## config.mk

```make
export PLATFORM = sky130hd
export DESIGN_NAME = pnn_div
export DESIGN_NICKNAME = d
export VERILOG_FILES = /design/src/rtl/pnn_div.sv
export SDC_FILE = /design/constraint.sdc
export NUM_CORES = 1
export LEC_CHECK = 0
export ABC_AREA = 1
export BUFFER_PORTS_ARGS = -buffer_cell sky130_fd_sc_hd__buf_2
export CAP_MARGIN = 25
export CORE_ASPECT_RATIO = 1.2
export CORE_MARGIN = 3
export CORE_UTILIZATION = 55
export DETAILED_ROUTE_END_ITERATION = 8
export PLACE_DENSITY = 0.79
export SETUP_SLACK_MARGIN = 0.15
export SYNTH_ARGS = -nofsm -noshare
export SYNTH_HDL_FRONTEND = slang
export SYNTH_SLANG_ARGS = --single-unit
```

## constraint.sdc

```tcl
create_clock -name clk -period 6.3 [get_ports clk]
set_clock_uncertainty 0.05 [all_clocks]
set_input_delay 1.26 -clock clk [delete_from_list [all_inputs] [get_ports clk]]
set_output_delay 1.26 -clock clk [all_outputs]
set_load 0.01 [all_outputs]
```

## src/rtl/pnn_div.sv

```systemverilog
// Restoring divider, one quotient bit per cycle.
`default_nettype none
module pnn_div #(
	parameter int NUM_W = 45,
	parameter int DEN_W = 31,
	parameter int Q_W = 15
) (
	input wire logic clk,
	input wire logic arst_n,
	input wire logic start,
	input wire logic [NUM_W-1:0] num,
	input wire logic [DEN_W-1:0] den,
	output logic done,
	output logic [Q_W-1:0] quo
);
	localparam int CNT_W = $clog2(Q_W + 1);

	logic [DEN_W-1:0] rem_q;
	logic [Q_W-1:0] nq_q;
	logic [CNT_W-1:0] cnt_q;
	logic busy_q;
	logic [DEN_W:0] trial;
	logic fits;

	assign trial = {rem_q, nq_q[Q_W-1]};
	assign fits = trial >= {1'b0, den};
	assign quo = nq_q;

	always_ff @(posedge clk or negedge arst_n) begin
		if (!arst_n) begin
			busy_q <= 1'b0;
			cnt_q <= '0;
			done <= 1'b0;
		end else begin
			done <= 1'b0;
			if (start) begin
				busy_q <= 1'b1;
				cnt_q <= CNT_W'(Q_W);
			end else if (busy_q) begin
				cnt_q <= cnt_q - 1'b1;
				if (cnt_q == CNT_W'(1)) begin
					busy_q <= 1'b0;
					done <= 1'b1;
				end
			end
		end
	end

	always_ff @(posedge clk) begin
		if (start) begin
			rem_q <= DEN_W'(num[NUM_W-1:Q_W]);
			nq_q <= num[Q_W-1:0];
		end else if (busy_q) begin
			rem_q <= fits ? DEN_W'(trial - {1'b0, den}) : trial[DEN_W-1:0];
			nq_q <= {nq_q[Q_W-2:0], fits};
		end
	end
endmodule
`default_nettype wire

```

==> summary.txt, run 1 <==
Worst setup path
  – Reg-to-reg startpoint: quo[14]$_DFFE_PP_
  – CP cell instances: buf_2, ha_1, fa_1, inv_1, nand2_1, nand2_1, nand3_2, nand2_2, nand2_2, nand3_2, nand2_2, nand2_2, nand3_1, nand2_1, nand2_1
  – Crit-path leading delay family: simple AND/OR/NAND/NOR gates
  – CP arrival: 4210 ps
  – Crit start category: input pin
  – Worst R2R Path Depth: 15
  – Crit path buf inv count: 2
  – Worst endpoint required time: 6310 ps
  – Slowest-stage cell, CP: nand2_2
  – Worst reg2reg path endpoint: rem_q[25]$_DFFE_PP_
  – Crit path capture type: register
  – Setup CP Type: in -> reg
  – Minimum setup slack among reg-to-reg paths: 2770 ps
  – Worst Path Max Fanout: 32
  – CP max stage delay: 740 ps

CTS
  – Num Clock Sinks: 52
  – Hold_buf cts: 0
  – Setup bufs post-CTS: 0
  – # resized after CTS: 0
  – Worst-path clk slew: 70 ps
  – Number of CTS-inserted buffers: 5
  – TritonCTS clock tree: yes
  – H-Tree Depth: 2
  – Clk_lat worst skew: 300 ps
  – Clk root buf: clkbuf_16
  – CTS Buffer Depth: 2

Logic synthesis
  – Warning count from the yosys run: 0
  – Number of synthesized register bits: 52
  – Avg Inst Size Synth: 6.30 µm²
  – Register area share after synthesis: 28.0%
  – Cell variety after synth: 38
  – Post-Syn Instances: 861
  – Mapped cell area: 0.00543 mm²
  – Syn Nets: 974

Power
  – Final Total Pwr: 2.57 mW
  – Power per cell area: 424 mW/mm²
  – Peak supply drop: 0.204 mV
  – Static leakage: 3.61 nW

Finish
  – Finished Cell Area: 0.00606 mm²
  – Area Overhead vs Synth: 11.6%
  – Fillers: 946
  – Most common cell after layout, fill and taps aside: nand2_1
  – # diodes: 0
  – Share of cells above drive strength 1: 15.4%
  – Final Net Count: 1058
  – Final Non-Filler Cells: 1069
  – Final core utilization: 63.3%
  – Commonest non-fill, non-tap cells in the layout: 381 x nand2_1, 165 x inv_1, 94 x buf_2

Route
  – Antenna Nets Post-Route: 0
  – WL per Instance: 13.1 µm
  – DR DRC count: 0
  – Pre-antenna DRT Iters: 5
  – DRT iter0 DRCs: 495
  – Via density: 5.10
  – Routed wire length: 14000 µm
  – Vias: 5451

Timing
  – Hold Vio Cnt, Final: 0
  – Final Slew Violations: 0
  – Setup violators final: 0
  – Slew margin rel.: 39.1%
  – Worst-Margin Slew: 913 ps
  – Period utilisation layout: 66.7%
  – Hold slack: 435 ps
  – RSZ-0062 raised after global routing: false
  – Maximum clock frequency: 0.238 GHz
  – Min Clock Period, post-route: 4200 ps
  – Final Worst Setup Slack: 2100 ps
  – Final setup TNS: 0 ps

Floorplan
  – Core footprint: 0.00956 mm²
  – Initial Util: 56.8%
  – Die width: 96.7 µm
  – Die H: 115 µm
  – I/O pins: 95
  – Rows: 39
  – Die Area: 0.0111 mm²

Placement
  – Port Buffers: 94
  – Setup WS pre-CTS: 1820 ps
  – GP Congestion: 0.962
  – Cells after DPL: 1061
  – DP HPWL: 11100 µm
  – Placed Instance Area: 0.00591 mm²

Global route
  – Total gr overflow: 0
  – GRT Total Usage: 25.8%
  – GR Util met3: 4.25%
  – Global-route wire length before repair: 23600 µm
  – Largest net degree at the start of global routing: 53
  – Vias in the first global route: 5247
  – GR Util met1: 32.9%
  – Initial antenna violation count: 0
  – Most utilized layer in the global route result: met2
  – Met2 Use GR: 44.6%

Flow run
  – Max-Cap Viols: 0

Outcome
  – Status: finished clean

Min path
  – WHS Path Cells: 2
  – Min-Delay Endpoint: rem_q[30]$_SDFFE_PP0P_
  – Worst hold path class: reg -> reg
  – Hold_sp: rem_q[30]$_SDFFE_PP0P_
logic make-up (layout without fill, tap and decap cells):
group	count (synthesis)	in the layout	share of synthesized area [%]
fa+ha+maj	34	34	7.98
buf+inv	189	274	14.6
simple gates	547	547	44.4
compound gates	24	24	2.49
flops	52	52	28.0
xor+xnor	15	15	2.42
area by class of cell:
type                            count  area [µm²]  area share [%]
Inverter                          170         639            10.6
Clock inverter                      2        16.3           0.269
Clock buffer                        6         129            2.13
Sequential cell                    52        1520            25.1
Multi-Input combinational cell    620        3110            51.4
Tap cell                          123         154            2.54
Timing Repair Buffer               96         485            8.01
power by group:
group / total (mW) / internal (mW) / switching [mW]
logic: 1.70 / 0.624 / 1.07
registers: 0.590 / 0.518 / 0.0724
clock network: 0.280 / 0.149 / 0.131
total: 2.57 / 1.29 / 1.28
per-layer routing:
metal / routed length (µm) / vias up
met3: 1060 / 28
met5: 0 / -
met1: 6130 / 2433
met4: 365 / 0
li1: - / 2799
met2: 6430 / 191
registers in the layout (all words and copies together), names as in the netlist:
signal and cells:
busy_q 1, quo 15, done 1, cnt_q 4, rem_q 31
worst max-delay path by stage:
stage	start	endpoint	slack, ps	cells past startpoint
2_1_floorplan	start	quo[0]$_DFFE_PP_	3100	4
3_3_place_gp	den[0]	rem_q[25]$_DFFE_PP_	1910	15
3_5_place_dp	den[0]	rem_q[25]$_DFFE_PP_	1820	15
4_1_cts	den[0]	rem_q[25]$_DFFE_PP_	2140	15
5_1_grt	den[0]	rem_q[25]$_DFFE_PP_	1850	15
6_report	den[0]	rem_q[25]$_DFFE_PP_	2100	15
cells in the mapped netlist (all sizes together):
cell,count,area (µm²)
or2,1,6.26
buf,13,133
nor4,2,12.5
nand3b,25,255
and2,2,12.5
a21o,1,7.51
dfrtp,6,150
clkbuf,6,22.5
xnor2,13,114
nand2,389,1480
xor2,2,17.5
o21bai,1,7.51
a22oi,1,7.51
nand3,68,360
ha,33,413
o21ai,5,25.0
inv,169,634
clkinv,1,5.00
edfxtp,45,1350
nor2,48,210
a21oi,16,87.6
nand4,7,43.8
nor3,4,25.0
and3,1,6.26
dfxtp,1,20.0
fa,1,20.0
worst register-to-register path: cells and delay by family, from the launching register on:
kind | cells | cell delay [ps]
buffers and inverters | 2 | 170
adder cells (fa/ha/maj) | 2 | 630
flip-flops | 1 | 340
AND/OR/NAND/NOR | 11 | 2120
Note: power is estimated with default switching activity, not from simulation.
==> run 2, diff against run 1 <==
--- a/config.mk
+++ b/config.mk
@@ -10,9 +10,9 @@
 export CAP_MARGIN = 25
 export CORE_ASPECT_RATIO = 1.2
 export CORE_MARGIN = 3
-export CORE_UTILIZATION = 55
+export CORE_UTILIZATION = 52
 export DETAILED_ROUTE_END_ITERATION = 8
-export PLACE_DENSITY = 0.79
+export PLACE_DENSITY = 0.78
 export SETUP_SLACK_MARGIN = 0.15
 export SYNTH_ARGS = -nofsm -noshare
 export SYNTH_HDL_FRONTEND = slang
==> constraint.sdc (replaced) <==
create_clock -name clk -period 3.4 [get_ports clk]
set_clock_uncertainty 0.05 [all_clocks]
set_input_delay 0.68 -clock clk [delete_from_list [all_inputs] [get_ports clk]]
set_output_delay 0.68 -clock clk [all_outputs]
set_load 0.01 [all_outputs]
==> run 2 against run 1 <==
  * Count of clock-buffer cells in the layout stayed put
  * Global-route usage is 1.9 points lower
  * Worst setup slack worse by 1400 ps
  * Largest cell class unchanged
  * First-iteration DRC count is 32% lower
  * Highest routed layer unchanged
==> summary.txt, run 2 (same netlist as run 1, synthesis figures left out) <==
Outcome
  – Status: finished clean

Worst setup path
  – Worst endpoint required time: 3410 ps (-2900 ps)
  – Crit start category: input pin
  – Slowest-stage cell, CP: fa_1
  – Setup CP Type: in -> reg
  – Worst Path Max Fanout: 17 (-47%)
  – CP cell instances: buf_2, ha_1, fa_1, inv_1, nand2_1, nand2_1, nand3_2, nand2_2, nand2_2, nand3_2, nand2_2, nand2_2, buf_12, nand2_1, nand3_1, nand2_1
  – Crit path launch: den[0]
  – CP arrival: 2720 ps (-1490 ps)
  – Reg-to-reg startpoint: quo[14]$_DFFE_PP_
  – Crit path buf inv count: 3 (+1)
  – Minimum setup slack among reg-to-reg paths: 770 ps (-2000 ps)
  – Crit-path leading delay family: simple AND/OR/NAND/NOR gates
  – CP max stage delay: 400 ps (-340 ps)
  – Crit path capture type: register

CTS
  – TritonCTS clock tree: yes
  – Num Clock Sinks: 52 (unchanged)
  – H-Tree Depth: 2 (unchanged)
  – # resized after CTS: 0 (unchanged)
  – Clk root buf: clkbuf_16
  – Setup bufs post-CTS: 0 (unchanged)
  – Clk_lat worst skew: 300 ps (about the same)
  – Hold_buf cts: 0 (unchanged)
  – Number of CTS-inserted buffers: 5 (unchanged)
  – CTS Buffer Depth: 2 (unchanged)
  – Worst-path clk slew: 70 ps (about the same)

Global route
  – GRT Total Usage: 23.9% (-1.9 points)
  – Total gr overflow: 0 (unchanged)
  – Global-route wire length before repair: 23000 µm (-2.9%)
  – GR Util met1: 32.1% (-0.78 points)
  – Initial antenna violation count: 0 (unchanged)
  – Most utilized layer in the global route result: met2
  – GR Util met3: 3.26% (-0.99 points)
  – Largest net degree at the start of global routing: 46 (-13%)
  – Met2 Use GR: 39.5% (-5.1 points)
  – Vias in the first global route: 5118 (-2.5%)

Min path
  – Worst hold path class: in -> async

Finish
  – # diodes: 0 (unchanged)
  – Final Net Count: 1063 (+0.47%)
  – Most common cell after layout, fill and taps aside: nand2_1
  – Final Non-Filler Cells: 1077 (+0.75%)
  – Final core utilization: 60.9% (-2.4 points)
  – Share of cells above drive strength 1: 16.0% (+0.55 points)
  – Register with the most flip-flops: rem_q
  – Max reg flops: 31 (unchanged)
  – Commonest non-fill, non-tap cells in the layout: 381 x nand2_1, 165 x inv_1, 94 x buf_2
  – Area Overhead vs Synth: 13.4%
  – Finished Cell Area: 0.00616 mm² (+1.6%)

Timing
  – Maximum clock frequency: 0.369 GHz
  – Hold Vio Cnt, Final: 0 (unchanged)
  – RSZ-0062 raised after global routing: false
  – Setup violators final: 0 (unchanged)
  – Final Slew Violations: 0 (unchanged)
  – Slew margin rel.: 60.3% (+21 points)
  – Period utilisation layout: 79.7%
  – Final setup TNS: 0 ps (unchanged)
  – Worst-Margin Slew: 595 ps (-318 ps)
  – Min Clock Period, post-route: 2710 ps

Flow run
  – Max-Cap Viols: 0 (unchanged)

Power
  – Int Pwr: 2.55 mW (+97%)
  – Power share of the clock group: 12.5% (+1.6 points)
  – Peak supply drop: 0.388 mV (+90%)
  – Switching Power: 2.33 mW (+82%)
  – Final Total Pwr: 4.88 mW (+90%)
  – Power per cell area: 792 mW/mm² (+87%)
  – Comb pwr share: 65.2% (-0.9 points)
  – Static leakage: 3.67 nW (+1.4%)
  – Sw Share: 47.7% (-2.0 points)
  – Sequential share of power: 22.3% (-0.7 points)

Floorplan
  – Die Area: 0.0117 mm² (+5.4%)
  – Initial Util: 53.7% (-3.1 points)
  – I/O pins: 95 (unchanged)
  – Rows: 40 (+2.6%)
  – Die H: 118 µm (+2.7%)
  – Core footprint: 0.0101 mm² (+5.7%)
  – Die width: 99.3 µm (+2.7%)

Route
  – Via density: 4.96 (-2.8%)
  – Routed wire length: 13600 µm (-2.8%)
  – DR DRC count: 0 (unchanged)
  – Vias: 5337 (-2.1%)
  – WL per Instance: 12.6 µm (-3.5%)
  – DRT iter0 DRCs: 337 (-32%)
  – Pre-antenna DRT Iters: 5 (unchanged)
  – Antenna Nets Post-Route: 0 (unchanged)

Placement
  – Placed Instance Area: 0.00598 mm² (+1.1%)
  – GP Congestion: 0.990 (+2.9%)
  – Port Buffers: 94 (unchanged)
  – DP HPWL: 11000 µm (-0.25%)
  – Cells after DPL: 1069 (+0.75%)
run 2: cell types whose count changed in the layout (fill, tap and decap cells not counted):
cell / before / now
buf_12: 0 / 2
clkbuf_1: 1 / 0
clkbuf_8: 0 / 1
clkinv_4: 0 / 1
buf_4: 2 / 5
inv_6: 1 / 0
bufinv_16: 0 / 1
clkinvlp_4: 1 / 0
run 2: worst paths after layout:
kind | cells after the start | endpoint
min in group clk | 1 | cnt_q[3]$_DFFE_PN0P_
worst max-delay path | 16 | rem_q[15]$_DFFE_PP_
max in group asynchronous | 1 | busy_q$_DFF_PN0_
worst min-delay path | 1 | done$_DFF_PN0_
worst min register to register | 1 | cnt_q[3]$_DFFE_PN0P_
worst max register to register | 16 | rem_q[15]$_DFFE_PP_
run 2: power groups by stage:
stage          Combinational (mW)  Sequential [mW]  Clock (mW)
2_1_floorplan                2.48             1.05           0
3_3_place_gp                 3.11             1.09           0
3_5_place_dp                 3.14             1.09           0
4_1_cts                      3.16             1.08       0.618
5_1_grt                      3.62             1.11       0.645
6_report                     3.18             1.09       0.610
run 2: layout make-up:
cell class              instances  area, µm²
fillers                      1002       3950
multi-input cells             620       3110
flip-flops and latches         52       1520
inverters                     170        639
repair buffers                101        548
well taps                     126        158
clock buffers                   6        139
clock inverters                 2       38.8
run 2: metal layers:
metal | vias to the layer above | routed length [µm]
li1 | 2816 | -
met4 | 0 | 352
met2 | 178 | 6210
met1 | 2321 | 6270
met5 | - | 0
met3 | 22 | 745
run 2: metrics by stage:
| step | setup slack [ps] | hold slack [ps] |
|---|---|---|
| finish | 691 | 140 |
| global route | 448 | 138 |
| CTS | 686 | 141 |
| detailed placement | 363 | 432 |
| global placement | 429 | 424 |
| floorplan | 778 | 334 |
==> run 3, diff against run 2 <==
--- a/config.mk
+++ b/config.mk
@@ -5,14 +5,14 @@
 export SDC_FILE = /design/constraint.sdc
 export NUM_CORES = 1
 export LEC_CHECK = 0
-export ABC_AREA = 1
+export ABC_AREA = 0
 export BUFFER_PORTS_ARGS = -buffer_cell sky130_fd_sc_hd__buf_2
 export CAP_MARGIN = 25
 export CORE_ASPECT_RATIO = 1.2
 export CORE_MARGIN = 3
-export CORE_UTILIZATION = 52
+export CORE_UTILIZATION = 55
 export DETAILED_ROUTE_END_ITERATION = 8
-export PLACE_DENSITY = 0.78
+export PLACE_DENSITY = 0.81
 export SETUP_SLACK_MARGIN = 0.15
 export SYNTH_ARGS = -nofsm -noshare
 export SYNTH_HDL_FRONTEND = slang
==> constraint.sdc (replaced) <==
create_clock -name clk -period 2.8 [get_ports clk]
set_clock_uncertainty 0.05 [all_clocks]
set_input_delay 0.56 -clock clk [delete_from_list [all_inputs] [get_ports clk]]
set_output_delay 0.56 -clock clk [all_outputs]
set_load 0.01 [all_outputs]
==> run 3 against run 2 <==
  * The run now ends with setup timing left
  * Combinational power rose by 67%
  * Clock power fell by 18%
  * Sequential power rose by 30%
  * Worst setup slack got worse by 920 ps
  * Core utilization rose by 20 points
  * Count of clock-buffer cells in the layout fell by 1
  * Wire length fell by 4.3%
  * Design area fell by 1.8%
  * Area after synthesis fell by 21%
  * Largest cell class unchanged
  * Flip-flop and latch count did not move
  * First-iteration DRC count fell by 15%
==> summary.txt, run 3 <==
Floorplan
  – Core footprint: 0.00744 mm² (-26%)
  – Die H: 103 µm (-13%)
  – Die width: 86.8 µm (-13%)
  – Initial Util: 57.9% (+4.2 points)
  – Die Area: 0.00894 mm² (-24%)
  – Rows: 34 (-15%)
  – I/O pins: 95 (unchanged)

CTS
  – Clk_lat worst skew: 330 ps (+30 ps)
  – CTS Buffer Depth: 2 (unchanged)
  – Clk root buf: clkbuf_8
  – TritonCTS clock tree: yes
  – Num Clock Sinks: 52 (unchanged)
  – H-Tree Depth: 2 (unchanged)
  – Number of CTS-inserted buffers: 5 (unchanged)
  – Worst-path clk slew: 120 ps (+50 ps)

Timing
  – Period utilisation layout: 108%
  – Slew margin rel.: 62.6% (+2.3 points)
  – Setup violators final: 30 (+30)
  – Hold slack: 445 ps (+305 ps)
  – Min Clock Period, post-route: 3030 ps
  – Hold Vio Cnt, Final: 0 (unchanged)
  – Maximum clock frequency: 0.330 GHz
  – Final Worst Setup Slack: -230 ps (-921 ps)
  – RSZ-0062 raised after global routing: true
  – Worst-Margin Slew: 560 ps (-35.1 ps)
  – Final setup TNS: -3690 ps (-3690 ps)
  – Final Slew Violations: 0 (unchanged)

Logic synthesis
  – Top-area cell type share of the netlist area: 31.3% (+5.0 points)
  – Top area cells in the synthesized netlist: edfxtp_1 31%, ha_1 9.6%, mux2_2 6.5%, a21oi_1 5.3%, nand2_1 4.2%
  – Syn Nets: 583 (-40%)
  – Number of synthesized register bits: 52 (unchanged)
  – Warning count from the yosys run: 0 (unchanged)
  – Cell variety after synth: 63 (+66%)
  – Register area share after synthesis: 35.3% (+7.3 points)
  – Avg Inst Size Synth: 9.17 µm² (+45%)
  – Post-Syn Instances: 470 (-45%)
  – Top cell type by total area after synthesis: edfxtp_1
  – Main flop type after synthesis: edfxtp_1
  – Mapped cell area: 0.00431 mm² (-21%)
  – Ys async rst share: 11.5% (unchanged)
  – Most numerous cell in the Yosys netlist: nand2_1
  – EDFF count, synth: 45 (unchanged)
  – Synth cell count leaders: 48 x nand2_1, 46 x a21oi_1, 45 x edfxtp_1

Worst setup path
  – Slowest-stage cell, CP: edfxtp_1
  – Crit path buf inv count: 2 (-1)
  – Worst R2R Path Depth: 11 (-5)
  – Crit-path leading delay family: compound AO/OA/AOI/OAI gates
  – Worst endpoint required time: 2840 ps (-570 ps)
  – Worst path depth: 11 (-5)
  – Worst Path Max Fanout: 5 (-12)
  – Crit path capture type: register
  – Setup CP Type: reg -> reg
  – CP most frequent cell: o21ai_1
  – CP arrival: 3070 ps (+350 ps)
  – Crit start category: register
  – CP max stage delay: 470 ps (+70 ps)
  – CP cell instances: ha_1, nand2_1, o21ai_1, o211ai_1, o31ai_2, o21ai_4, buf_12, buf_16, a21oi_1, o21ai_1, o21a_1

Finish
  – Area Overhead vs Synth: 40.3%
  – Commonest non-fill, non-tap cells in the layout: 94 x buf_2, 82 x buf_4, 47 x nand2_1
  – Most common cell after layout, fill and taps aside: buf_2
  – Max reg flops: 31 (unchanged)
  – Final Non-Filler Cells: 739 (-31%)
  – Register with the most flip-flops: rem_q
  – Share of cells above drive strength 1: 41.9% (+26 points)
  – # diodes: 0 (unchanged)
  – Final Net Count: 761 (-28%)

Power
  – Sequential share of power: 19.6% (-2.7 points)
  – Power per cell area: 1200 mW/mm² (+51%)
  – Switching Power: 3.10 mW (+33%)
  – Sw Share: 42.8% (-5.0 points)
  – Final Total Pwr: 7.24 mW (+48%)
  – Peak supply drop: 0.676 mV (+74%)
  – Int Pwr: 4.14 mW (+63%)
  – Comb pwr share: 73.5% (+8.3 points)
  – Power share of the clock group: 6.9% (-5.6 points)
  – Static leakage: 2.81 nW (-23%)

Placement
  – GP Congestion: 0.921 (-7.0%)
  – DP HPWL: 8910 µm (-19%)
  – Port Buffers: 94 (unchanged)
  – Cells after DPL: 715 (-33%)

Route
  – DR DRC count: 0 (unchanged)
  – Vias: 4344 (-19%)
  – WL per Instance: 17.6 µm (+39%)
  – DRT iter0 DRCs: 288 (-15%)
  – Via density: 5.88 (+19%)
  – Routed wire length: 13000 µm (-4.3%)
  – Pre-antenna DRT Iters: 4 (-1)
  – Antenna Nets Post-Route: 0 (unchanged)

Global route
  – Total gr overflow: 0 (unchanged)
  – Largest net degree at the start of global routing: 45 (-2.2%)
  – Vias in the first global route: 4526 (-12%)
  – GRT Total Usage: 28.7% (+4.8 points)
  – Initial antenna violation count: 0 (unchanged)
  – Global-route wire length before repair: 20600 µm (-10%)

Min path
  – Worst hold path class: in -> reg
  – WHS Path Cells: 2

Flow run
  – Max-Cap Viols: 0 (unchanged)

Outcome
  – Failing checks: setup timing
  – Status: finished with violations
-- run 3: changes by cell type in the layout (fill, tap and decap cells not counted), sizes merged, moves of 7 or more --
cell,before,now
nor2,48,23
nand3,68,9
mux2,0,25
o21a,0,10
a21oi,16,46
o21ai,5,41
nand2,389,48
a31oi,0,7
nand3b,25,1
and3,1,9
inv,168,40
buf,101,187
a21o,1,18
-- run 3: timing repair --
action | in CTS | in global routing
resized for setup | 22 | 19
hold buffers | 1 | 0
setup buffers | 9 | 3
endpoints found under the setup margin | 31 | 32
hold endpoints to repair | 3 | 0
pin swaps | 10 | 10
cloned | 3 | 0
-- run 3: logic make-up after synthesis --
kind of cell	share of synthesized area, %
and+or+nand+nor	13.6
xor gates and xnor gates	5.08
DFF	35.3
adders and majority gates	10.0
muxes	7.46
AOI/OAI and AO/OA	23.4
buffers and inverters	5.11
-- run 3: layout make-up --
type                       instances  area [µm²]
clock buffer                       5        68.8
clock inverter                     3        28.8
fill                             428        1400
inverter                          38         143
multi-input combinational        363        2850
sequential                        52        1520
tap                               90         113
timing repair buffer             188        1320
-- run 3: power by group through the flow --
stage	sequential [mW]	combinational, mW	clock, mW
2_1_floorplan	1.37	2.93	0
3_3_place_gp	1.39	4.20	0
3_5_place_dp	1.41	4.33	0
4_1_cts	1.40	4.98	0.505
5_1_grt	1.44	5.74	0.536
6_report	1.42	5.32	0.499
-- run 3: worst paths after layout --
| check | startpoint | end | slack [ps] |
|---|---|---|---|
| worst max-delay path | rem_q[22]$_DFFE_PP_ | rem_q[22]$_DFFE_PP_ | -230 |
| worst min-delay path | num[26] | rem_q[11]$_DFFE_PP_ | 450 |
| worst max register to register | rem_q[22]$_DFFE_PP_ | rem_q[22]$_DFFE_PP_ | -230 |
| worst min register to register | cnt_q[3]$_DFFE_PN0P_ | cnt_q[3]$_DFFE_PN0P_ | 520 |
| max in group asynchronous | arst_n | cnt_q[2]$_DFFE_PN0P_ | 2000 |
| min in group asynchronous | arst_n | cnt_q[3]$_DFFE_PN0P_ | 540 |
-- run 3: routing by layer --
layer,track usage [%],vias up,part of all wire (%)
li1,-,2071,-
met1,33.8,2026,39
met2,51.0,201,51
met3,4.64,46,6.4
met4,12.9,0,3.5
met5,0,-,0
-- run 3: per-stage QoR --
stage	setup slack (ps)	instance area (µm²)	util [%]
6_report	-230	6050	81.2
2_1_floorplan	-11.9	4480	-
4_1_cts	-128	5940	79.8
5_1_grt	-330	6050	81.2
3_3_place_gp	-351	5590	75.1
3_5_place_dp	-360	5590	75.1
